File: src/sv/assert_macros.svh
// assertion helpers for the rtl files, included by the top unit
`ifndef ASSERT_MACROS_SVH
`define ASSERT_MACROS_SVH

`ifndef SYNTH
// checked on every clock edge outside reset
`define PVEG_ASSERT(label, prop) \
    label: assert property (@(posedge i_clk) disable iff (!i_rst_n) (prop)) \
        else $error("pveg: assertion failed");
// checked on every clock edge, reset included
`define PVEG_ASSERT_RST(label, prop) \
    label: assert property (@(posedge i_clk) (prop)) \
        else $error("pveg: reset assertion failed");
`else
`define PVEG_ASSERT(label, prop)
`define PVEG_ASSERT_RST(label, prop)
`endif

`endif

File: src/sv/pveg_pkg.sv
package pveg_pkg;

    // operation codes carried in tuser
    localparam logic [1:0] OP_KEY_ON   = 2'd0;
    localparam logic [1:0] OP_KEY_OFF  = 2'd1;
    localparam logic [1:0] OP_TICK     = 2'd2;
    localparam logic [1:0] OP_RESERVED = 2'd3;  // undefined, leaves the state unchanged and reports it

    localparam int unsigned S_TDATA_W = 48;
    localparam int unsigned M_TDATA_W = 32;
    localparam int unsigned ITEM_W    = 43;
    localparam int unsigned GAIN_W    = 13;
    localparam int unsigned LVL_OUT_W = 10;
    localparam int unsigned CODE_W    = 4;

    localparam logic [CODE_W-1:0] CODE_MAX = 4'hf;

    typedef enum logic [1:0] {
        PH_ATTACK  = 2'd0,
        PH_DECAY1  = 2'd1,
        PH_DECAY2  = 2'd2,
        PH_RELEASE = 2'd3
    } t_phase;

    typedef struct packed {
        t_phase phase;
        logic   playing;
    } t_env_ctl;

    // input transaction fields, first field in the highest bits
    typedef struct packed {
        logic [3:0] key_scale;
        logic [3:0] release_req;
        logic [3:0] sustain_code;
        logic [3:0] decay_second;
        logic [3:0] decay_first;
        logic [3:0] attack;
        logic [9:0] pitch;
        logic [3:0] octave;
        logic [4:0] voice;
    } t_item;

    typedef logic [63:0][63:0]         t_step_rom;
    typedef logic [1023:0][GAIN_W-1:0] t_gain_rom;

    localparam logic [63:0] RATIO_E5     = 64'd1432833;
    localparam logic [63:0] LOG_STEP_Q32 = 64'd66879246;
    localparam logic [63:0] LN2_Q32      = 64'hB17217F8;

    // base envelope times, hundredths of a millisecond
    localparam logic [31:0] TIME_CMS [64] = '{
        0, 0, 0, 0,
        622295, 497837, 414866, 355601, 311147, 248921, 207433, 177800,
        155574, 124463, 103719, 88902, 77787, 62231, 51859, 44454,
        38893, 31116, 25932, 22227, 19447, 15560, 12966, 11116,
        9723, 7782, 6485, 5560, 4862, 3891, 3243, 2780,
        2431, 1946, 1624, 1392, 1215, 975, 812, 698,
        608, 490, 408, 349, 304, 249, 213, 190,
        172, 141, 118, 104, 91, 73, 59, 50,
        45, 45, 45, 45
    };

    // floor of num / den, shift and subtract
    function automatic logic [63:0] div_floor(input logic [63:0] num,
                                              input logic [63:0] den);
        logic [64:0] rem;
        logic [63:0] quo;
        rem = '0;
        quo = '0;
        for (int b = 63; b >= 0; b--) begin
            rem = {rem[63:0], num[b]};
            if (rem >= {1'b0, den}) begin
                rem    = rem - {1'b0, den};
                quo[b] = 1'b1;
            end
        end
        return quo;
    endfunction

    // step per tick for each rate index, elaborated once
    function automatic t_step_rom step_rom_build(input int unsigned eg_shift,
                                                 input logic is_decay);
        t_step_rom   rom;
        logic [63:0] full;
        logic [63:0] t;
        full = 64'd1 << (10 + eg_shift);
        for (int i = 0; i < 64; i++) begin
            t = 64'(TIME_CMS[i]);
            if (i < 4 || t == 64'd0) begin
                rom[i] = 64'd0;
            end else if (is_decay) begin
                rom[i] = div_floor(full * 64'd100000000, t * 64'd441 * RATIO_E5);
            end else begin
                rom[i] = div_floor(full * 64'd1000, t * 64'd441);
            end
        end
        if (!is_decay) begin
            rom[63] = 64'd1 << (10 + eg_shift);
        end
        return rom;
    endfunction

    // 2^-f for a q32 fraction, taylor series of e^-y
    function automatic logic [63:0] exp2_neg_frac(input logic [63:0] f);
        logic [63:0] y;
        logic [63:0] sum;
        logic [63:0] term;
        y    = (f * LN2_Q32) >> 32;
        sum  = 64'd1 << 32;
        term = 64'd1 << 32;
        for (int n = 1; n <= 20; n++) begin
            term = div_floor((term * y) >> 32, 64'(n));
            if ((n & 1) == 1) begin
                sum = sum - term;
            end else begin
                sum = sum + term;
            end
        end
        return sum;
    endfunction

    function automatic t_gain_rom gain_rom_build(input int unsigned gain_shift);
        t_gain_rom   rom;
        logic [63:0] a;
        logic [63:0] whole;
        logic [63:0] m;
        for (int i = 0; i < 1024; i++) begin
            a      = 64'(1024 - i) * LOG_STEP_Q32;
            whole  = a >> 32;
            m      = exp2_neg_frac(a & 64'h0000_0000_ffff_ffff);
            rom[i] = GAIN_W'((m << gain_shift) >> (64'd32 + whole));
        end
        return rom;
    endfunction

endpackage

File: src/sv/pveg_ram.sv
module pveg_ram
    import pveg_pkg::*;
#(
    parameter int unsigned WIDTH = 8,
    parameter int unsigned DEPTH = 32,
    localparam int unsigned AW = (DEPTH > 1) ? $clog2(DEPTH) : 1
) (
    input  logic             i_clk,
    input  logic             i_we,
    input  logic [AW-1:0]    i_waddr,
    input  logic [WIDTH-1:0] i_wdata,
    input  logic [AW-1:0]    i_raddr,
    output logic [WIDTH-1:0] o_rdata
);

    logic [WIDTH-1:0] r_mem [DEPTH];
    logic [WIDTH-1:0] r_rdata;

    always_ff @(posedge i_clk) begin
        if (i_we) begin
            r_mem[i_waddr] <= i_wdata;
        end
        r_rdata <= r_mem[i_raddr];
    end

    assign o_rdata = r_rdata;

endmodule

File: config.mk
export PLATFORM = sky130hd
export DESIGN_NAME = pveg_ram
export DESIGN_NICKNAME = d
export VERILOG_FILES = /design/src/sv/assert_macros.svh /design/src/sv/pveg_pkg.sv /design/src/sv/pveg_ram.sv
export SDC_FILE = /design/constraint.sdc
export NUM_CORES = 1
export LEC_CHECK = 0
export ABC_AREA = 0
export BUFFER_PORTS_ARGS = -buffer_cell sky130_fd_sc_hd__buf_4
export CORE_AREA = 2 2 181 147
export CTS_CLUSTER_SIZE = 25
export DETAILED_ROUTE_END_ITERATION = 10
export DIE_AREA = 0 0 183 149
export PLACE_DENSITY = 0.57
export SYNTH_ARGS = -nofsm -noshare
export SYNTH_HDL_FRONTEND = slang
export SYNTH_SLANG_ARGS = --single-unit
File: constraint.sdc
create_clock -name i_clk -period 2.45 [get_ports i_clk]
set_input_delay 0 -clock i_clk [delete_from_list [all_inputs] [get_ports i_clk]]
set_output_delay 0 -clock i_clk [all_outputs]
set_load 0.02 [all_outputs]
# Yosys cells after proc, flatten, opt, wreduce, memory -nomap -nowiden
# Memory sizes are Yosys's and may differ from the RTL's. A register that Yosys moved wholly into a read port is not among the register bits.
# Cells that the tools add are included.
dict set report op_classes {
  muxes 2
}
# op count
set ops {}
lappend ops {{2-to-1 mux 1 bit} 2}
dict set report totals {
  reg_bits 0
  n_memories 1
  mem_bits_rw 256
}
# memory depth width rd rd_ports_with_merged_regs wr line_no
set mem_list {}
lappend mem_list {r_mem 32 8 1 1 1 pveg_ram.sv:16} ;# logic [WIDTH-1:0] r_mem [DEPTH];

# Depth between registers and ports, before layout
dict set report depth {
  depth_word 2
  depth_mapped 5
}

# Worst setup path after synthesis
# Ideal clock, no wire load.
dict set report synth_timing {
  kind {input to register}
  start {in i_raddr[2]}
  end {reg r_rdata[0] (netlist: o_rdata[0]), read port of r_mem}
  stages 5
  t_arrival_ps 1682
  path_slack_ps 648
  path_buffers 2
  setup_ps 121
  path_cell_list {clkbuf_1 -> clkbuf_1 -> mux4_2 -> mux4_2 -> mux2_2}
}
# item line_no
set synth_lines {}
lappend synth_lines {{from (decl)} pveg_ram.sv:12} ;# input logic [AW-1:0] i_raddr,
lappend synth_lines {{to (decl)} pveg_ram.sv:17} ;# logic [WIDTH-1:0] r_rdata;

# Worst setup path after layout
dict set report layout_timing {
  start {in i_waddr[2]}
  end {mem r_mem[10][1] (enable)}
}
# item line_no
set layout_lines {}
lappend layout_lines {{from (decl)} pveg_ram.sv:10} ;# input logic [AW-1:0] i_waddr,
lappend layout_lines {{to (decl)} pveg_ram.sv:16}
# No word-level cell before the write port.

==> metrics <==
CTS tree=built; GPL Wtd Cong=between 0.7 and 0.8; Detail Route Antenna Nets=0; total congestion overflow=0; Area growth syn-to-layout=17.8%; FMAX=roughly 510 MHz; pre-CTS WS=0.406 ns; Clk pin slew, worst setup/hold paths=~0.07 ns; critical path data arrival time=between 2 and 2.5 ns; drt wl/cell=around 26 µm; Synthesized Nets=between 400 and 500; Pwr per Cell Area=800 nW/µm²; Setup Skew=approximately 0.018 ns; Rows=53; Multi-input gate area=between 2000 and 2500 µm²; fillers=2156; CTS H-tree depth=1; synth unique cells=15; FF-to-FF path depth=3; clk_lat worst skew=0.53 ns; Initial Utilization=0.391; vias in the first global route=around 4600; die width=between 150 and 200 µm; port bufs=27; HP Class=input pin to register; CP max FO=8; Req. time, crit path=approximately 2.7 ns; hold path depth=3; count of final hold-check violations=0; Worst R2R Start=r_mem[24][6]; DIE HEIGHT=~150 µm; Mapped Cells=417; Critical Path End Type=register; R2R setup slack=~0.62 ns; warning count from the yosys run=0; synthesized area per cell=between 20 and 25 µm²; gr usage total=0.166; Max Buffers Root-to-Sink=3; cts repair resizes=0; Reg area=a little under 8000 µm²; run status=complete, no violations; num ports=28; Critical R2R Capture=o_rdata[6]; Slew @ Worst Pin=0.440 ns; Final WS setup=approximately 0.50 ns; DR pass1 iterations=5; Primary FF master, synth=edfxtp_1; Max Transition Viols Final=0; Ant. Diodes=0; fraction of layout cells with a size suffix above 1=0.378; slew margin rel.=0.706; nets=around 520; Total Power=9.47 mW; DRT Wirelength=roughly 22 mm; max cap viols=0; Worst Setup Start Kind=input pin; Synth area leader=edfxtp_1; Post-synth EDFFs=256; hold_ws=0.0476 ns; setup_tns=0 ns; Synth area leaders=edfxtp_1 (76%), mux4_2 (18%), dfxtp_1 (1.6%); share of the synthesized area in the top cell type=0.765; post-synthesis register bit count=264; synthesized cell area=10100 µm²; period utilization=0.798; first-pass GRT wire length=roughly 32 mm; # clock sinks=roughly 260; Post-synth ARST share=0; Synth top cells by count=edfxtp_1 (256), mux4_2 (80), nor2_1 (33); Post-Layout Cell Count=between 800 and 900; DR iter-0 viols=464; root buf cell=clkbuf_16; core footprint=around 26000 µm²; Min-Delay Startpoint=i_waddr[3]; peak supply drop=712 µV; Vias=4625; die area=about 27000 µm²; most numerous cell in the Yosys netlist=edfxtp_1; initial antenna violation count=0; Via density=5.43; hold endpoint=r_mem[16][2]; largest net degree at the start of global routing=33; crit path kind=input pin to register; # placed instances=between 700 and 800; drt drc=0; RSZ-0062 raised after global routing=false; Leakage=3.78 nW; final setup vio count=0; register area share after synthesis=0.781; CTS buffer count=26; DP Wirelength=13.7 mm; Min Clock Period, post-route=roughly 2.0 ns
[worst max path at each step]
stage          startpoint      endpoint  slack [ns]  cells after the start
2_1_floorplan  i_raddr[2]    o_rdata[0]        0.65                      5
3_3_place_gp   i_raddr[0]    o_rdata[1]        0.42                      5
3_5_place_dp   i_raddr[0]    o_rdata[1]        0.41                      5
4_1_cts        i_waddr[2]  r_mem[11][2]        0.52                      6
5_1_grt        i_waddr[2]  r_mem[10][1]        0.43                      6
6_report       i_waddr[2]  r_mem[10][1]        0.50                      6
[critical path, stage by stage]
cell and delay [ns]:
dlygate4sd3_1 0.53, buf_4 0.17, or3b_2 0.47, dlygate4sd3_1 0.59, nor2_1 0.18, buf_4 0.23
[per-stage QoR]
stage	cell area, µm²	util
5_1_grt	11800	0.460
3_3_place_gp	10900	0.423
3_5_place_dp	10900	0.423
2_1_floorplan	10100	-
4_1_cts	11800	0.460
6_report	11800	0.460
[power by group]
group	switching (mW)	total, mW	internal (mW)
clock	1.61	3.89	2.28
sequential	0.0206	5.04	5.02
combinational	0.298	0.541	0.243
total	1.93	9.47	7.54
[layout by cell type (no fill, tap or decap)]
cell           count
edfxtp_1         256
nand2_1            1
nor2_1            33
or3_1              1
mux4_2            80
clkinvlp_4         1
clkinv_2           8
mux2_2             8
nand3b_1           5
nand3_1            2
inv_6              1
buf_4             62
bufinv_16          2
buf_12             3
dlygate4sd3_1     11
or3b_2             3
clkbuf_16         27
clkbuf_1           3
clkbuf_8           2
dfxtp_1            8
clkinv_1           4
[cell families (layout without fill, tap and decap cells)]
family | Yosys count | in the layout | share of synthesized area
flip-flops | 264 | 264 | 0.781
multiplexers | 88 | 88 | 0.188
buffers and inverters | 20 | 124 | 0.0106
AND/OR/NAND/NOR | 45 | 45 | 0.0207
[cell type report]
| class | instances | area share |
|---|---|---|
| repair buffers | 76 | 0.0537 |
| multi-input cells | 133 | 0.177 |
| clock buffers | 32 | 0.0603 |
| well taps | 330 | 0.0349 |
| clock inverters | 16 | 0.0111 |
| flip-flops and latches | 264 | 0.663 |
[per-layer routing]
metal / vias to the layer above / track usage / wire [µm]
met5: - / 0 / 0
met4: 0 / 0.0324 / 325
met3: 27 / 0.0403 / 1600
met2: 154 / 0.230 / 9350
met1: 2498 / 0.266 / 10400
li1: 1946 / - / -
[registers in the layout (all words and copies together) (netlist names)]
name     flops
r_mem      256
o_rdata      8
[timing repair]
| action | 4_1_cts | 5_1_grt |
|---|---|---|
| endpoints found under the hold margin | 266 | 0 |
| buffers inserted | 0 | 0 |
| endpoints found under the setup margin | 0 | 0 |
| hold buffers | 11 | 0 |
Note: power is estimated with default switching activity, not from simulation.
