$ cat src/sv/assert_macros.svh
// assertion helpers for the rtl files, included by the top unit
`ifndef ASSERT_MACROS_SVH
`define ASSERT_MACROS_SVH

`ifndef SYNTH
// checked on every clock edge outside reset
`define PVEG_ASSERT(label, prop) \
    label: assert property (@(posedge i_clk) disable iff (!i_rst_n) (prop)) \
        else $error("pveg: assertion failed");
// checked on every clock edge, reset included
`define PVEG_ASSERT_RST(label, prop) \
    label: assert property (@(posedge i_clk) (prop)) \
        else $error("pveg: reset assertion failed");
`else
`define PVEG_ASSERT(label, prop)
`define PVEG_ASSERT_RST(label, prop)
`endif

`endif

$ cat src/sv/pveg_pkg.sv
package pveg_pkg;

    // operation codes carried in tuser
    localparam logic [1:0] OP_KEY_ON   = 2'd0;
    localparam logic [1:0] OP_KEY_OFF  = 2'd1;
    localparam logic [1:0] OP_TICK     = 2'd2;
    localparam logic [1:0] OP_RESERVED = 2'd3;  // undefined, leaves the state unchanged and reports it

    localparam int unsigned S_TDATA_W = 48;
    localparam int unsigned M_TDATA_W = 32;
    localparam int unsigned ITEM_W    = 43;
    localparam int unsigned GAIN_W    = 13;
    localparam int unsigned LVL_OUT_W = 10;
    localparam int unsigned CODE_W    = 4;

    localparam logic [CODE_W-1:0] CODE_MAX = 4'hf;

    typedef enum logic [1:0] {
        PH_ATTACK  = 2'd0,
        PH_DECAY1  = 2'd1,
        PH_DECAY2  = 2'd2,
        PH_RELEASE = 2'd3
    } t_phase;

    typedef struct packed {
        t_phase phase;
        logic   playing;
    } t_env_ctl;

    // input transaction fields, first field in the highest bits
    typedef struct packed {
        logic [3:0] key_scale;
        logic [3:0] release_req;
        logic [3:0] sustain_code;
        logic [3:0] decay_second;
        logic [3:0] decay_first;
        logic [3:0] attack;
        logic [9:0] pitch;
        logic [3:0] octave;
        logic [4:0] voice;
    } t_item;

    typedef logic [63:0][63:0]         t_step_rom;
    typedef logic [1023:0][GAIN_W-1:0] t_gain_rom;

    localparam logic [63:0] RATIO_E5     = 64'd1432833;
    localparam logic [63:0] LOG_STEP_Q32 = 64'd66879246;
    localparam logic [63:0] LN2_Q32      = 64'hB17217F8;

    // base envelope times, hundredths of a millisecond
    localparam logic [31:0] TIME_CMS [64] = '{
        0, 0, 0, 0,
        622295, 497837, 414866, 355601, 311147, 248921, 207433, 177800,
        155574, 124463, 103719, 88902, 77787, 62231, 51859, 44454,
        38893, 31116, 25932, 22227, 19447, 15560, 12966, 11116,
        9723, 7782, 6485, 5560, 4862, 3891, 3243, 2780,
        2431, 1946, 1624, 1392, 1215, 975, 812, 698,
        608, 490, 408, 349, 304, 249, 213, 190,
        172, 141, 118, 104, 91, 73, 59, 50,
        45, 45, 45, 45
    };

    // floor of num / den, shift and subtract
    function automatic logic [63:0] div_floor(input logic [63:0] num,
                                              input logic [63:0] den);
        logic [64:0] rem;
        logic [63:0] quo;
        rem = '0;
        quo = '0;
        for (int b = 63; b >= 0; b--) begin
            rem = {rem[63:0], num[b]};
            if (rem >= {1'b0, den}) begin
                rem    = rem - {1'b0, den};
                quo[b] = 1'b1;
            end
        end
        return quo;
    endfunction

    // step per tick for each rate index, elaborated once
    function automatic t_step_rom step_rom_build(input int unsigned eg_shift,
                                                 input logic is_decay);
        t_step_rom   rom;
        logic [63:0] full;
        logic [63:0] t;
        full = 64'd1 << (10 + eg_shift);
        for (int i = 0; i < 64; i++) begin
            t = 64'(TIME_CMS[i]);
            if (i < 4 || t == 64'd0) begin
                rom[i] = 64'd0;
            end else if (is_decay) begin
                rom[i] = div_floor(full * 64'd100000000, t * 64'd441 * RATIO_E5);
            end else begin
                rom[i] = div_floor(full * 64'd1000, t * 64'd441);
            end
        end
        if (!is_decay) begin
            rom[63] = 64'd1 << (10 + eg_shift);
        end
        return rom;
    endfunction

    // 2^-f for a q32 fraction, taylor series of e^-y
    function automatic logic [63:0] exp2_neg_frac(input logic [63:0] f);
        logic [63:0] y;
        logic [63:0] sum;
        logic [63:0] term;
        y    = (f * LN2_Q32) >> 32;
        sum  = 64'd1 << 32;
        term = 64'd1 << 32;
        for (int n = 1; n <= 20; n++) begin
            term = div_floor((term * y) >> 32, 64'(n));
            if ((n & 1) == 1) begin
                sum = sum - term;
            end else begin
                sum = sum + term;
            end
        end
        return sum;
    endfunction

    function automatic t_gain_rom gain_rom_build(input int unsigned gain_shift);
        t_gain_rom   rom;
        logic [63:0] a;
        logic [63:0] whole;
        logic [63:0] m;
        for (int i = 0; i < 1024; i++) begin
            a      = 64'(1024 - i) * LOG_STEP_Q32;
            whole  = a >> 32;
            m      = exp2_neg_frac(a & 64'h0000_0000_ffff_ffff);
            rom[i] = GAIN_W'((m << gain_shift) >> (64'd32 + whole));
        end
        return rom;
    endfunction

endpackage

$ cat src/sv/pveg_keyon.sv
module pveg_keyon
    import pveg_pkg::*;
#(
    parameter int unsigned EG_SHIFT = 16,
    localparam int unsigned SW = 11 + EG_SHIFT
) (
    input  t_item             i_item,
    output logic [SW-1:0]     o_attack_step,
    output logic [SW-1:0]     o_decay_first_step,
    output logic [SW-1:0]     o_decay_second_step,
    output logic [SW-1:0]     o_release_step,
    output logic [CODE_W-1:0] o_threshold
);

    localparam t_step_rom ATTACK_ROM = step_rom_build(EG_SHIFT, 1'b0);
    localparam t_step_rom DECAY_ROM  = step_rom_build(EG_SHIFT, 1'b1);

    logic signed [5:0] w_oct_ks;
    logic signed [7:0] w_rate;

    // code 0 is no step, code 15 the fastest entry, else 4*code + rate clamped
    function automatic logic [5:0] rom_index(input logic [3:0] code,
                                             input logic signed [7:0] rate);
        logic signed [7:0] idx;
        idx = $signed({2'b00, code, 2'b00}) + rate;
        if (code == 4'd0) begin
            rom_index = 6'd0;
        end else if (code == CODE_MAX) begin
            rom_index = 6'd63;
        end else if (idx < 8'sd0) begin
            rom_index = 6'd0;
        end else if (idx > 8'sd63) begin
            rom_index = 6'd63;
        end else begin
            rom_index = idx[5:0];
        end
    endfunction

    always_comb begin
        w_oct_ks = $signed({{2{i_item.octave[3]}}, i_item.octave})
                 + $signed({2'b00, i_item.key_scale});
        if (i_item.key_scale == CODE_MAX) begin
            w_rate = 8'sd0;
        end else begin
            w_rate = $signed({w_oct_ks[5], w_oct_ks, 1'b0})
                   + $signed({7'd0, i_item.pitch[9]});
        end
    end

    assign o_attack_step       = ATTACK_ROM[rom_index(i_item.attack, w_rate)][SW-1:0];
    assign o_decay_first_step  = DECAY_ROM[rom_index(i_item.decay_first, w_rate)][SW-1:0];
    assign o_decay_second_step = DECAY_ROM[rom_index(i_item.decay_second, w_rate)][SW-1:0];
    assign o_release_step      = DECAY_ROM[rom_index(i_item.release_req, w_rate)][SW-1:0];
    assign o_threshold         = CODE_MAX - i_item.sustain_code;

endmodule

$ cat config.mk
export PLATFORM = sky130hd
export DESIGN_NAME = pveg_keyon
export DESIGN_NICKNAME = d
export VERILOG_FILES = /design/src/sv/assert_macros.svh /design/src/sv/pveg_pkg.sv /design/src/sv/pveg_keyon.sv
export SDC_FILE = /design/constraint.sdc
export NUM_CORES = 1
export LEC_CHECK = 0
export BUFFER_PORTS_ARGS = -buffer_cell sky130_fd_sc_hd__buf_2
export CAP_MARGIN = 0
export CORE_ASPECT_RATIO = 1.75
export CORE_UTILIZATION = 38
export DETAILED_ROUTE_END_ITERATION = 7
export GPL_ROUTABILITY_DRIVEN = 0
export MAX_ROUTING_LAYER = met4
export SYNTH_ARGS = -nofsm -noshare
export SYNTH_HDL_FRONTEND = slang
export SYNTH_SLANG_ARGS = --single-unit
$ cat constraint.sdc
create_clock -name vclk -period 5.2
set_input_delay 0.52 -clock vclk [all_inputs]
set_output_delay 0.52 -clock vclk [all_outputs]
set_load 0.05 [all_outputs]
# == After elaboration in Yosys (flattened, before gate mapping) ==
# Memories as Yosys holds them, arrays and structs flattened.
# Index checks and enable logic that the tools add are counted.
# word_totals
regBits,0
wordCells,53
rom_bits,16384
output_inout_bits,112
memories,4
# memory_table
name,depth,word_bits,read_ports,rd_clocked_by_memory_dff,write_ports,line,source
(name not given),64,64,1,0,0,pveg_keyon.sv:53,"assign o_release_step = DECAY_ROM[rom_index(i_item.release_req, w_rate)][SW-1:0];"
(name not given),64,64,1,0,0,pveg_keyon.sv:52,"assign o_decay_second_step = DECAY_ROM[rom_index(i_item.decay_second, w_rate)][SW-1:0];"
(name not given),64,64,1,0,0,pveg_keyon.sv:51,"assign o_decay_first_step = DECAY_ROM[rom_index(i_item.decay_first, w_rate)][SW-1:0];"
(name not given),64,64,1,0,0,pveg_keyon.sv:50,"assign o_attack_step = ATTACK_ROM[rom_index(i_item.attack, w_rate)][SW-1:0];"
# op_classes
mux,21
reduce_logical,4
magnitude_cmp,12
add_sub_neg,7
n_eq_ne,5
# ops
op,count
$mux 27,4
$mux 6,16
$add 7x8->8,4
$gt 8x7->1 const B,4
$lt 8x1->1 const B,4
$lt 6x7->1 const B,4
$eq 4x4->1 const B,5
$logic_not 4->1,4
$add 7x2->8,1
$mux 8,1
$add 4x5->6,1
$sub 4x4->4 const A,1

# == Logic depth before layout (Yosys ltp) ==
# depth
word_depth,11
depth_mapped,22

# == Least setup slack after synthesis ==
# OpenSTA, ideal clock, no wires.
# synth_timing
path_type,input -> output
startpoint,in i_item[5] (netlist name)
endpoint,out o_attack_step[13]
slack_ps,-925
cell_stages,16
arrival_ps,5605
n_path_buf,0
path_cell_list,ha_1 fa_1 and2_1 ha_1 fa_1 a21o_1 a21oi_1 nand3_1 mux2i_2 o21ai_0 nand2_1 nand2_1 inv_1 ha_1 inv_1 o311ai_0
# synth_between
elab_chain_cells,11
# synth_lines
item,line,source
start: declaration,pveg_keyon.sv:7,"input t_item i_item,"
$add 4x5->6 (*),pveg_keyon.sv:41,"+ $signed({2'b00, i_item.key_scale});"
$add 7x2->8 (*),pveg_keyon.sv:46,"+ $signed({7'd0, i_item.pitch[9]});"
$mux 8 (*),pveg_keyon.sv:42,if (i_item.key_scale == CODE_MAX) begin
$add 7x8->8 (*),pveg_keyon.sv:25,"idx = $signed({2'b00, code, 2'b00}) + rate;"
$gt 8x7->1,pveg_keyon.sv:32,end else if (idx > 8'sd63) begin
$mux 6,pveg_keyon.sv:32,
$mux 6 (*),pveg_keyon.sv:30,end else if (idx < 8'sd0) begin
$mux 6 (*),pveg_keyon.sv:28,end else if (code == CODE_MAX) begin
$mux 6 (*),pveg_keyon.sv:26,if (code == 4'd0) begin
$mem_v2 64x64 (*),n/a,
$mux 27 (not written as such) (*),pveg_keyon.sv:50,
end: declaration,pveg_keyon.sv:8,"output logic [SW-1:0] o_attack_step,"
# Every way passes the cells marked *; elsewhere a longest branch is shown, timed or not. The select of a mux whose other input is x is not followed.

# == Final worst setup path ==
# layout_timing
startpoint,in i_item[5] (netlist name)
endpoint,out o_release_step[10]
# layout_between
elab_chain_cells,11
# layout_lines
item,line,source
$add 4x5->6 (*),pveg_keyon.sv:41,
$add 7x2->8 (*),pveg_keyon.sv:46,
$mux 8 (*),pveg_keyon.sv:42,
$add 7x8->8 (*),pveg_keyon.sv:25,
$gt 8x7->1,pveg_keyon.sv:32,
$mux 6,pveg_keyon.sv:32,
$mux 6 (*),pveg_keyon.sv:30,
$mux 6 (*),pveg_keyon.sv:28,
$mux 6 (*),pveg_keyon.sv:26,
$mem_v2 64x64 (*),n/a,
$mux 27 (not written as such) (*),pveg_keyon.sv:53,
end: declaration,pveg_keyon.sv:11,"output logic [SW-1:0] o_release_step,"
# Marked as above.

==> impl_metrics.toml <==
[sta]
max_slew_margin = 0.4844
fin_ws_ns = 0.1559
max_slew.worst_pin.slew_ns = 0.7663
rsz0062_at_grt = "yes"
slew_violations = 0
finalSetupViolCount = 0
fmaxAchievable_mhz = 198.3
hold_ws_ns = 1.334
min_period_over_period = 0.9700
setup_tns_ns = 0
period_needed_ns = 5.044
finalHoldViolCount = 0

[worst_hold_path]
hp-class = "in -> out"

[setup_path]
critPathSlowestCell = "fa_2"
path_buf_inv = 6
critPathArrivalTime_ns = 4.52
crit_path_max_incr_delay_ns = 0.52
startpoint_type = "primary input"
path_delay_family = "adder cells"
worstPathCellList = "buf_2 > ha_1 > fa_2 > and2_4 > buf_4 > ha_2 > fa_2 > nand2_1 > a21oi_2 > buf_6 > nor3_1 > a21oi_1 > o311ai_1 > or2_4 > buf_4 > ha_1 > inv_1 > nand3_1 > and3b_1 > a2111oi_4 > buf_6"
cp-end-kind = "output port"
cp_max_fo = 7
crit_type = "in -> out"
required_ns = 4.68

[detailed_routing]
viasPerCell = 6.316
wire_per_inst_um = 19.30
vias = 9657
drc_errors = 0
dr.pass1.iters = 6
postRouteAntennaNets = 0
drtIter0Drc = 565
finalWirelength_um = 29510

[grt]
antenna_found_initial = 0
grt_overflow_total = 0
grt_max_degree = 33
first_global_vias = 9310
grt_pass1_wl_um = 46940
grt.total_usage = 0.3281

[floorplanning]
die_h_um = 178.4
core-area_sq_um = 17460
core.rowCount = 64
initial_utilization = 0.3869
io-pin-count = 155
dieArea_sq_um = 18330
die_w_um = 102.8

[place]
post-place-ws_ns = -0.2232
io_buffers = 110
dp_hpwl_um = 22950

[final_layout]
syn_to_final_growth_pct = 38.76
clockBufferCount = 0
utilization = 0.5368
seq_cells = 0
regArea_sq_um = 0
nNetsFinal = 1408
drive_above_1_share = 0.3493

[yosys]
synth_common_cells = "nand2_1 (124), nor2_1 (108), a21oi_1 (102)"
synth-warning-count = 0
syn_inst = 1061
synth_top_area_share = 0.1130
yosysSeqAreaShare = 0
syn_area_sq_um = 6754
synth_area_leader_cell = "ha_1"
ys_types = 99
yosysMostFrequentCell = "nand2_1"
avgSynthCellArea_sq_um = 6.366
synth.area.top_cells = "ha_1 (11%), a21oi_1 (7.6%), nand2_1 (6.9%), nor2_1 (6.0%), o21ai_0 (4.7%)"

[power]
power.density_nw_per_um2 = 603.7
p_leak_nw = 4.146
peakVddDrop_uv = 505.0

[run]
drv_cap = 0

[run_status]
status = "complete, no violations"
worst min-delay path: stages:
cell	delay, ns
buf_2	0.07
inv_1	0.02
buf_2	0.19
report_power, final:
part / switching [mW] / internal, mW / leakage, nW
Combinational: 3.66 / 2.00 / 4.15
Clock: 0 / 0.0000000257 / 0.00000634
Sequential: 0 / 0 / 0
cells in the final DEF, fill, tap and decap left out, types with 10 or more instances in the layout:
cell	instances
a211oi_1	21
a21o_1	19
a21oi_1	89
a21oi_2	11
a31oi_1	25
buf_2	74
buf_4	211
clkbuf_4	12
conb_1	31
ha_1	47
inv_1	24
nand2_1	118
nand3_1	28
nand4_1	15
nor2_1	102
nor3_1	33
o211ai_1	20
o21a_1	16
o21ai_0	54
o21ai_1	16
o221ai_1	10
o22ai_1	11
cell type report:
| class | instances | area (sq um) |
|---|---|---|
| repair buffers | 309 | 2206 |
| inverters | 29 | 111.4 |
| multi-input cells | 959 | 6763 |
| diodes | 1 | 2.502 |
| well taps | 231 | 289.0 |
| fillers | 1869 | 8085 |
through the flow:
stage | power (mW) | instances | cell area, sq um
final | 5.658 | 1529 | 9371
after floorplan | 3.659 | 1091 | 7039
after global routing | 6.018 | 1528 | 9369
after CTS | 5.261 | 1521 | 8859
after global placement | 5.170 | 1519 | 8773
after detailed placement | 5.182 | 1519 | 8773
cell families after synthesis:
logic type,Yosys count,share of synthesized area
compound gates,431,0.4394
xor+xnor,14,0.01816
fa+ha+maj,66,0.1278
buf+inv,132,0.1004
mux,12,0.01982
other cells,1,0.0005552
simple gates,405,0.2938
timing repair:
action,CTS,global route
cloned,0,0
resized for setup,23,135
hold buffers,0,0
hold endpoints to repair,0,0
setup buffers,2,7
endpoints found under the setup margin,36,69
pin swaps,1,11
metal layers:
metal | vias up | global-route usage | routed length, um
li1 | 4474 | - | -
met3 | 191 | 0.03918 | 2168
met4 | 0 | 0.2236 | 2277
met2 | 588 | 0.5625 | 14800
met1 | 4404 | 0.3450 | 10270
met5 | - | - | 0
worst paths after layout:
| path | end | from | depth (start not counted) | slack, ns |
|---|---|---|---|---|
| setup / recovery | o_release_step[10] | i_item[5] | 21 | 0.16 |
| hold / removal | o_threshold[3] | i_item[34] | 3 | 1.33 |
Power figures use the tool's default switching activity.
