<file path="src/sv/assert_macros.svh">
// assertion helpers for the rtl files, included by the top unit
`ifndef ASSERT_MACROS_SVH
`define ASSERT_MACROS_SVH

`ifndef SYNTH
// checked on every clock edge outside reset
`define PVEG_ASSERT(label, prop) \
    label: assert property (@(posedge i_clk) disable iff (!i_rst_n) (prop)) \
        else $error("pveg: assertion failed");
// checked on every clock edge, reset included
`define PVEG_ASSERT_RST(label, prop) \
    label: assert property (@(posedge i_clk) (prop)) \
        else $error("pveg: reset assertion failed");
`else
`define PVEG_ASSERT(label, prop)
`define PVEG_ASSERT_RST(label, prop)
`endif

`endif

</file>
<file path="src/sv/pveg_pkg.sv">
package pveg_pkg;

    // operation codes carried in tuser
    localparam logic [1:0] OP_KEY_ON   = 2'd0;
    localparam logic [1:0] OP_KEY_OFF  = 2'd1;
    localparam logic [1:0] OP_TICK     = 2'd2;
    localparam logic [1:0] OP_RESERVED = 2'd3;  // undefined, leaves the state unchanged and reports it

    localparam int unsigned S_TDATA_W = 48;
    localparam int unsigned M_TDATA_W = 32;
    localparam int unsigned ITEM_W    = 43;
    localparam int unsigned GAIN_W    = 13;
    localparam int unsigned LVL_OUT_W = 10;
    localparam int unsigned CODE_W    = 4;

    localparam logic [CODE_W-1:0] CODE_MAX = 4'hf;

    typedef enum logic [1:0] {
        PH_ATTACK  = 2'd0,
        PH_DECAY1  = 2'd1,
        PH_DECAY2  = 2'd2,
        PH_RELEASE = 2'd3
    } t_phase;

    typedef struct packed {
        t_phase phase;
        logic   playing;
    } t_env_ctl;

    // input transaction fields, first field in the highest bits
    typedef struct packed {
        logic [3:0] key_scale;
        logic [3:0] release_req;
        logic [3:0] sustain_code;
        logic [3:0] decay_second;
        logic [3:0] decay_first;
        logic [3:0] attack;
        logic [9:0] pitch;
        logic [3:0] octave;
        logic [4:0] voice;
    } t_item;

    typedef logic [63:0][63:0]         t_step_rom;
    typedef logic [1023:0][GAIN_W-1:0] t_gain_rom;

    localparam logic [63:0] RATIO_E5     = 64'd1432833;
    localparam logic [63:0] LOG_STEP_Q32 = 64'd66879246;
    localparam logic [63:0] LN2_Q32      = 64'hB17217F8;

    // base envelope times, hundredths of a millisecond
    localparam logic [31:0] TIME_CMS [64] = '{
        0, 0, 0, 0,
        622295, 497837, 414866, 355601, 311147, 248921, 207433, 177800,
        155574, 124463, 103719, 88902, 77787, 62231, 51859, 44454,
        38893, 31116, 25932, 22227, 19447, 15560, 12966, 11116,
        9723, 7782, 6485, 5560, 4862, 3891, 3243, 2780,
        2431, 1946, 1624, 1392, 1215, 975, 812, 698,
        608, 490, 408, 349, 304, 249, 213, 190,
        172, 141, 118, 104, 91, 73, 59, 50,
        45, 45, 45, 45
    };

    // floor of num / den, shift and subtract
    function automatic logic [63:0] div_floor(input logic [63:0] num,
                                              input logic [63:0] den);
        logic [64:0] rem;
        logic [63:0] quo;
        rem = '0;
        quo = '0;
        for (int b = 63; b >= 0; b--) begin
            rem = {rem[63:0], num[b]};
            if (rem >= {1'b0, den}) begin
                rem    = rem - {1'b0, den};
                quo[b] = 1'b1;
            end
        end
        return quo;
    endfunction

    // step per tick for each rate index, elaborated once
    function automatic t_step_rom step_rom_build(input int unsigned eg_shift,
                                                 input logic is_decay);
        t_step_rom   rom;
        logic [63:0] full;
        logic [63:0] t;
        full = 64'd1 << (10 + eg_shift);
        for (int i = 0; i < 64; i++) begin
            t = 64'(TIME_CMS[i]);
            if (i < 4 || t == 64'd0) begin
                rom[i] = 64'd0;
            end else if (is_decay) begin
                rom[i] = div_floor(full * 64'd100000000, t * 64'd441 * RATIO_E5);
            end else begin
                rom[i] = div_floor(full * 64'd1000, t * 64'd441);
            end
        end
        if (!is_decay) begin
            rom[63] = 64'd1 << (10 + eg_shift);
        end
        return rom;
    endfunction

    // 2^-f for a q32 fraction, taylor series of e^-y
    function automatic logic [63:0] exp2_neg_frac(input logic [63:0] f);
        logic [63:0] y;
        logic [63:0] sum;
        logic [63:0] term;
        y    = (f * LN2_Q32) >> 32;
        sum  = 64'd1 << 32;
        term = 64'd1 << 32;
        for (int n = 1; n <= 20; n++) begin
            term = div_floor((term * y) >> 32, 64'(n));
            if ((n & 1) == 1) begin
                sum = sum - term;
            end else begin
                sum = sum + term;
            end
        end
        return sum;
    endfunction

    function automatic t_gain_rom gain_rom_build(input int unsigned gain_shift);
        t_gain_rom   rom;
        logic [63:0] a;
        logic [63:0] whole;
        logic [63:0] m;
        for (int i = 0; i < 1024; i++) begin
            a      = 64'(1024 - i) * LOG_STEP_Q32;
            whole  = a >> 32;
            m      = exp2_neg_frac(a & 64'h0000_0000_ffff_ffff);
            rom[i] = GAIN_W'((m << gain_shift) >> (64'd32 + whole));
        end
        return rom;
    endfunction

endpackage

</file>
<file path="src/sv/pveg_update.sv">
module pveg_update
    import pveg_pkg::*;
#(
    parameter int unsigned EG_SHIFT = 16,
    localparam int unsigned LW = 10 + EG_SHIFT,
    localparam int unsigned SW = LW + 1
) (
    input  logic [1:0]        i_op,
    input  logic [CODE_W-1:0] i_release_req,
    input  t_env_ctl          i_ctl,
    input  logic [LW-1:0]     i_level,
    input  logic [SW-1:0]     i_attack_step,
    input  logic [SW-1:0]     i_decay_first_step,
    input  logic [SW-1:0]     i_decay_second_step,
    input  logic [SW-1:0]     i_release_step,
    input  logic [CODE_W-1:0] i_threshold,
    output t_env_ctl          o_ctl,
    output logic [LW-1:0]     o_level
);

    localparam logic [SW-1:0] LEVEL_FULL   = {1'b0, 10'h3ff, {EG_SHIFT{1'b0}}};
    localparam logic [SW-1:0] STEP_INSTANT = {1'b1, {LW{1'b0}}};

    logic [SW-1:0] w_lv;
    logic [SW-1:0] w_sum;
    logic [SW-1:0] w_step;
    logic [LW-1:0] w_dec;
    logic          w_floor;

    // one shared subtract for both decays and release
    always_comb begin
        w_lv  = {1'b0, i_level};
        w_sum = w_lv + i_attack_step;
        unique case (i_ctl.phase)
            PH_DECAY1: w_step = i_decay_first_step;
            PH_DECAY2: w_step = i_decay_second_step;
            default:   w_step = i_release_step;
        endcase
        w_floor = (w_step >= w_lv);
        w_dec   = w_floor ? '0 : LW'(w_lv - w_step);
    end

    always_comb begin
        o_ctl   = i_ctl;
        o_level = i_level;
        unique case (i_op)
            OP_KEY_ON: begin
                o_ctl.phase   = PH_ATTACK;
                o_ctl.playing = 1'b1;
                o_level       = '0;
            end
            OP_KEY_OFF: begin
                if (i_ctl.playing) begin
                    if (i_release_req != CODE_MAX) begin
                        o_ctl.phase = PH_RELEASE;
                    end else begin
                        o_ctl.playing = 1'b0;
                    end
                end
            end
            OP_TICK: begin
                if (i_ctl.playing) begin
                    unique case (i_ctl.phase)
                        PH_ATTACK: begin
                            if (w_sum >= LEVEL_FULL) begin
                                o_ctl.phase = (i_decay_first_step >= STEP_INSTANT)
                                            ? PH_DECAY2 : PH_DECAY1;
                                o_level = LEVEL_FULL[LW-1:0];
                            end else begin
                                o_level = w_sum[LW-1:0];
                            end
                        end
                        PH_DECAY1: begin
                            o_level = w_dec;
                            if (w_dec[LW-1 -: 4] <= i_threshold) begin
                                o_ctl.phase = PH_DECAY2;
                            end
                        end
                        PH_DECAY2: begin
                            o_level = w_dec;
                        end
                        default: begin
                            o_level = w_dec;
                            if (w_floor) begin
                                o_ctl.playing = 1'b0;
                            end
                        end
                    endcase
                end
            end
            default: ;
        endcase
    end

endmodule

</file>
<file path="config.mk">
export PLATFORM = sky130hd
export DESIGN_NAME = pveg_update
export DESIGN_NICKNAME = d
export VERILOG_FILES = /design/src/sv/assert_macros.svh /design/src/sv/pveg_pkg.sv /design/src/sv/pveg_update.sv
export SDC_FILE = /design/constraint.sdc
export NUM_CORES = 1
export LEC_CHECK = 0
export BUFFER_PORTS_ARGS = -buffer_cell sky130_fd_sc_hd__clkbuf_2
export CAP_MARGIN = 10
export CORE_AREA = 2 2 81 141
export DETAILED_ROUTE_END_ITERATION = 10
export DIE_AREA = 0 0 83 143
export PLACE_DENSITY = 0.85
export SLEW_MARGIN = 20
export SYNTH_ARGS = -nofsm -noshare
export SYNTH_HDL_FRONTEND = slang
export SYNTH_SLANG_ARGS = --single-unit
</file>
<file path="constraint.sdc">
create_clock -name vclk -period 7.6
set_clock_uncertainty 0.05 [all_clocks]
set_input_delay 1.52 -clock vclk [all_inputs]
set_output_delay 1.52 -clock vclk [all_outputs]
set_load 0.005 [all_outputs]
</file>
# == Word level (Yosys, flattened, before mapping) ==
# Cells that the tools add are included.
# totals
inputBits,147
out_inout_bits,29
ff_bits,0
elab_cells,31
# classes
addsub,2
eq_ne,5
reduce_logical,3
n_lt_le_gt_ge,4
n_mux,17
# op_table
op,count
two-way mux 26 bit,4
one-hot mux 27 bit (2 select lines),1
one-hot mux 26 bit (2 select lines),1
adder 26 x 27 -> 27 bit,1
>= comparator 27 x 26 -> 1 bit,1
">= comparator 27 x 26 -> 1 bit, second input constant",1
">= comparator 27 bit, second input constant",1
subtractor 26 bit,1
one-hot mux 3 bit (3 select lines),1
two-way mux 2 bit,4
two-way mux 3 bit,2
"equality test 2 x 1 -> 1 bit, second input constant",2
"equality test 2 bit, second input constant",2
less-or-equal comparator 4 bit,1
zero test 2 bit,2
"inequality test 4 bit, second input constant",1
one-hot mux 2 bit (2 select lines),1
two-way mux 1 bit,3
OR reduction 3 bit,1

# == Logic depth before layout (Yosys ltp) ==
# Gate-level depths: netlist of run 1.
# depth
word_depth,9
depth_mapped,28
ltp_nobuf,26

# == Worst setup path before layout of run 1 ==
# No wires, ideal clock.
# synth_path
kind,input -> output
start,input port i_ctl[2] (netlist name)
end,output port o_ctl[2] (netlist name)
setup_slack_ns,0.018
path_buffers,2
t_arrival_ns,6.012
stages,27
required_time_ns,6.030
path_cell_list,inv_1 > ha_1 > clkbuf_1 > clkbuf_1 > nor2_1 > a21oi_1 > ha_1 > inv_1 > fa_1 > a21oi_1 > o211ai_1 > nand2_1 > o211ai_1 > a21o_1 > a21o_1 > a221oi_1 > xnor2_1 > and2_1 > ha_1 > o21ai_0 > nand2b_1 > a21oi_1 > o21ai_0 > a2bb2oi_1 > o21ai_0 > nor3_1 > a221oi_1
# synth_rtl
element,line,source
"start, declared",pveg_update.sv:10,"input t_env_ctl i_ctl,"
"end, declared",pveg_update.sv:17,"output t_env_ctl o_ctl,"

==> results.toml, run 1 <==
[detailed_routing]
first_iter_violations = 411
ant_nets = 0
drt_drc_violations_left = 0
vias_per_cell = 6.19
vias = 7058
drtPass1Iterations = 5
wl_per_cell_um = 18.7
drt_wl_total_um = 21300

[die]
die_y_um = 143
core_um2 = 10700
row_count = 50
io_pins = 176
start_util = 0.479
dieWidth_um = 83
fp.dieArea_um2 = 11900

[worst_setup_path]
critPathRequiredTime_ps = 6030
path_common_cell = "buf_4"
critical_path_class = "in -> out"
worstSetupEndpointType = "output pin"
crit_fanout = 6
cp_slowest_cell = "ha_1"
start_kind = "primary input"
slowest_delay_ps = 320
arrival_ps = 5910

[layout]
fill_cells = 923
design_area_um2 = 7300
flops_and_latches = 0
fin_cells = 1140
regArea_um2 = 0
area_delta_synth_final_pct = 42.6
antenna_cells = 0
drive_gt1_frac = 0.358
layout.nets = 1246
clockBufferCount = 0

[yosys]
syn_inst = 769
syn_area_um2 = 5120
syn_nets = 1003
yosysWarnings = 0
ys_types = 72
avgSynthCellArea_um2 = 6.66
synth_seq_area_share = 0

[place]
place_congestion = 1.04
io_buffers = 176
dpl.cell_count = 1129
dpl_cell_area_um2 = 6740
place_hpwl_um = 17200
pre_cts_ws_ps = -284

[power_and_ir_drop]
p_sw_uw = 427
combPwrFrac = 1.000
p_clk_frac = 0
p_int_uw = 372
p_leak_uw = 0.00369
p_sw_frac = 0.535
pwr-share-seq = 0
power_uw = 799
powerDensity_nw_per_um2 = 109
peakVddDrop_uv = 75.2

[hold_path]
hp-class = "in -> out"
worstHoldPathCells = 4
hold_end = "o_level[25]"
hp-start = "i_level[25]"

[sta]
tightest_slew_ps = 1060
post-route-period-util = 0.984
finalHoldViolations = 0
setup_violations = 0
drv_slew = 0
fmax_mhz = 134
period_minus_slack_ps = 7480
timing.slew.headroom = 0.294
fin_ws_ps = 120

[global_route]
grt_pass1_wl_um = 30400
antenna_found_initial = 0
grt_pass1_vias = 6466
overflow = 0
grt_start_max_net_pins = 25
grt_use_total = 0.312

[status]
status = "finished clean"

[job]
maxCapViolCount = 0

[clock_network]
cts_hold_buf = 0
==> area by class of cell <==
| cell class | instances | area, um2 | share of cell area |
|---|---|---|---|
| tap | 130 | 163 | 0.0223 |
| timing repair buffer | 275 | 1730 | 0.237 |
| multi-input combinational | 657 | 5110 | 0.700 |
| inverter | 78 | 298 | 0.0408 |
==> Yosys cell counts (all sizes together) (5+ instances only) <==
cell type,instances,share of area
a211o,6,0.010
a211oi,20,0.038
a21o,29,0.043
a21oi,93,0.091
a221oi,5,0.0086
a22oi,33,0.048
a31oi,11,0.016
and2,9,0.011
and3,9,0.011
and4,5,0.0086
clkbuf,30,0.022
ha,85,0.21
inv,78,0.057
nand2,49,0.036
nand2b,11,0.013
nand3,21,0.021
nor2,55,0.040
nor2b,9,0.011
nor3,19,0.019
nor4,5,0.0073
o211ai,8,0.012
o21a,11,0.016
o21ai,49,0.048
o21bai,9,0.013
xnor2,19,0.032
xor2,19,0.032
==> repair_timing <==
| item | CTS | global route |
|---|---|---|
| cloned | 0 | 2 |
| setup endpoints to repair | 2 | 2 |
| pin swaps | 9 | 51 |
| resized for setup | 23 | 74 |
| buffers inserted | 2 | 8 |
==> layer usage <==
layer,global-route usage,wire length [um],vias up
met1,0.319,7410,3235
met3,0.0150,1110,117
met4,0.260,1990,0
li1,-,-,3330
met2,0.579,10800,376
met5,0,0,-
==> cells in the final DEF (no fill, tap or decap), types with 9 or more instances in the layout <==
cell,netlist,final
o21ai_0,45,41
ha_1,85,67
a31oi_1,10,10
inv_1,78,75
o21bai_1,9,9
a22oi_1,33,22
a22oi_2,0,11
xnor2_1,19,19
clkbuf_2,0,173
o21a_1,11,11
a211oi_1,11,11
a21oi_2,0,16
nand2b_1,11,11
buf_4,1,89
nand3_1,21,21
a21o_1,29,29
nand2_1,49,48
xor2_1,19,19
ha_4,0,15
a21oi_1,93,75
nor3_1,19,18
a211oi_2,9,9
nor2_1,55,52
nor2b_1,9,9
==> critical path: cells and delay by family <==
family                   cells  cell delay (ps)
adder cells (fa/ha/maj)      3              670
buffers and inverters        8             1100
AND/OR/NAND/NOR              6              600
AO/OA/AOI/OAI               13             2030
==> worst max-delay path by stage <==
stage          slack (ps)      from        to  depth (start not counted)
2_1_floorplan          20  i_ctl[2]  o_ctl[2]                         27
3_3_place_gp         -140  i_ctl[1]  o_ctl[2]                         27
3_5_place_dp         -280  i_ctl[1]  o_ctl[2]                         28
4_1_cts                 3  i_ctl[1]  o_ctl[2]                         32
5_1_grt              -110  i_ctl[2]  o_ctl[2]                         29
6_report              120  i_ctl[2]  o_ctl[2]                         30
==> kinds of logic after synthesis <==
group	synth area share
xor+xnor	0.0650
mux	0.00195
fa+ha+maj	0.215
compound gates	0.427
buf+inv	0.0831
simple gates	0.208
==> per-stage QoR <==
step / TNS [ps] / hold WS [ps] / util
after floorplan: 0 / 3080 / -
after global placement: -173 / 3350 / 0.630
after detailed placement: -454 / 3350 / 0.630
after CTS: 0 / 3360 / 0.641
after global routing: -157 / 3390 / 0.683
final: 0 / 3370 / 0.683
==> power by group through the flow <==
stage | clock, uW | sequential [uW] | combinational, uW
3_3_place_gp | 0 | 0 | 689
5_1_grt | 0 | 0 | 859
2_1_floorplan | 0 | 0 | 421
4_1_cts | 0 | 0 | 719
6_report | 0 | 0 | 799
3_5_place_dp | 0 | 0 | 699
Note: power is estimated with default switching activity, not from simulation.
==> run 2: changes to the inputs <==
Settings changed: GPL_TIMING_DRIVEN from default to 0.
==> run 2 against run 1 <==
The run now ends with negative setup slack left. Non-clock buffer count decreased by 40. Critical path depth decreased by 2. Core utilization decreased by 3.9 points. Combinational power decreased by 7.8%. Final cell count decreased by 3.5%. Total power decreased by 7.8%.
==> results.toml, run 2 (synthesized netlist as in run 1, its figures left out) <==
[status]
status = "complete, but fails checks"
violations = "negative setup slack"

[worst_setup_path]
critical_path_class = "in -> out"
worstSetupEndpointType = "output pin"
arrival_ps = 6130
start_kind = "primary input"
slowest_delay_ps = 400
path_common_cell = "o21ai_2"
critPathBufInv = 6
critPathTopFamily = "compound AO/OA/AOI/OAI gates"
crit_fanout = 7
critPathRequiredTime_ps = 6030
cp_slowest_cell = "fa_2"
path_depth = 28

[detailed_routing]
first_iter_violations = 502
drt_drc_violations_left = 0
vias = 6933
ant_nets = 0
drtPass1Iterations = 5
wl_per_cell_um = 18.6
vias_per_cell = 6.30
drt_wl_total_um = 20500

[sta]
finalHoldViolations = 0
drv_slew = 0
period_minus_slack_ps = 7700
rsz0062_at_grt = "yes"
post-route-period-util = 1.01
tightest_slew_ps = 705
setup_violations = 2
timing.slew.headroom = 0.530
fmax_mhz = 130
fin_ws_ps = -103

[layout]
final_common_cell = "clkbuf_2"
clockBufferCount = 0
layout.nets = 1206
area_delta_synth_final_pct = 34.4
regArea_um2 = 0
flops_and_latches = 0
antenna_cells = 0
fill_cells = 957
drive_gt1_frac = 0.309
layout_common_cells = "171 x clkbuf_2, 74 x inv_1, 71 x ha_1, 70 x a21oi_1, 53 x nor2_1"
fin_util = 0.643
fin_cells = 1100

[clock_network]
cts_hold_buf = 0

[global_route]
grt_pass1_vias = 6491
grt_use_total = 0.309
grt_pass1_wl_um = 30200
grt_start_max_net_pins = 11
antenna_found_initial = 0
overflow = 0

[die]
io_pins = 176
fp.dieArea_um2 = 11900
start_util = 0.479
core_um2 = 10700
die_y_um = 143
row_count = 50
dieWidth_um = 83

[place]
dpl.cell_count = 1074
place_hpwl_um = 16200
io_buffers = 175
place_congestion = 0.990

[job]
maxCapViolCount = 0

[power_and_ir_drop]
p_leak_uw = 0.00343
peakVddDrop_uv = 61.0
powerDensity_nw_per_um2 = 107

[hold_path]
worstHoldPathCells = 4
hp-class = "in -> out"
-- run 2: cell count changes in the layout (fill, tap and decap cells not counted), moves of 3 or more --
cell      delta
ha_1         +4
ha_4         -4
o21ai_1      -3
clkbuf_1    +15
a22oi_2     -10
buf_12       -3
clkbuf_4     +3
a21oi_2      +4
o21ai_2      +3
buf_2        +3
buf_4       -53
a22oi_1     +10
buf_6        -4
a21oi_1      -5
-- run 2: repair_timing --
action                     CTS  global route
hold endpoints to repair     0             0
buffers inserted            26             9
setup endpoints to repair   24             3
gates cloned                 0             0
resized for setup           70            52
pin swaps                   27            29
-- run 2: area by class of cell --
cell class | instances | area (um2) | share of cell area
Inverter | 78 | 308 | 0.0447
Timing Repair Buffer | 208 | 1170 | 0.170
Tap cell | 130 | 163 | 0.0236
Buffer | 27 | 159 | 0.0231
Multi-Input combinational cell | 657 | 5090 | 0.739
-- run 2: power by group --
group,internal [uW],total (uW),switching (uW)
Clock,0,0,0
Combinational,321,737,416
Sequential,0,0,0
-- run 2: stage by stage --
stage	total power (uW)	instance area, um2	hold slack (ps)	setup WS, ps	setup TNS [ps]
after floorplan	421	5120	3080	17.6	0
after detailed placement	598	6160	3360	-1410	-4680
final	737	6880	3380	-103	-177
after global routing	795	6880	3400	-287	-529
after global placement	590	6160	3350	-1370	-6130
after CTS	662	6600	3360	2.02	0
-- run 2: worst paths after layout --
| kind | startpoint | to | slack [ps] |
|---|---|---|---|
| max | i_ctl[2] | o_ctl[2] | -100 |
| min | i_level[25] | o_level[25] | 3380 |
-- run 2: metal layers --
metal	up-vias	share of wire	global-route usage	routed length, um
li1	3264	-	-	-
met1	3182	0.35	0.327	7140
met2	371	0.50	0.556	10200
met3	116	0.053	0.0145	1090
met4	0	0.10	0.260	2080
met5	-	0	0	0
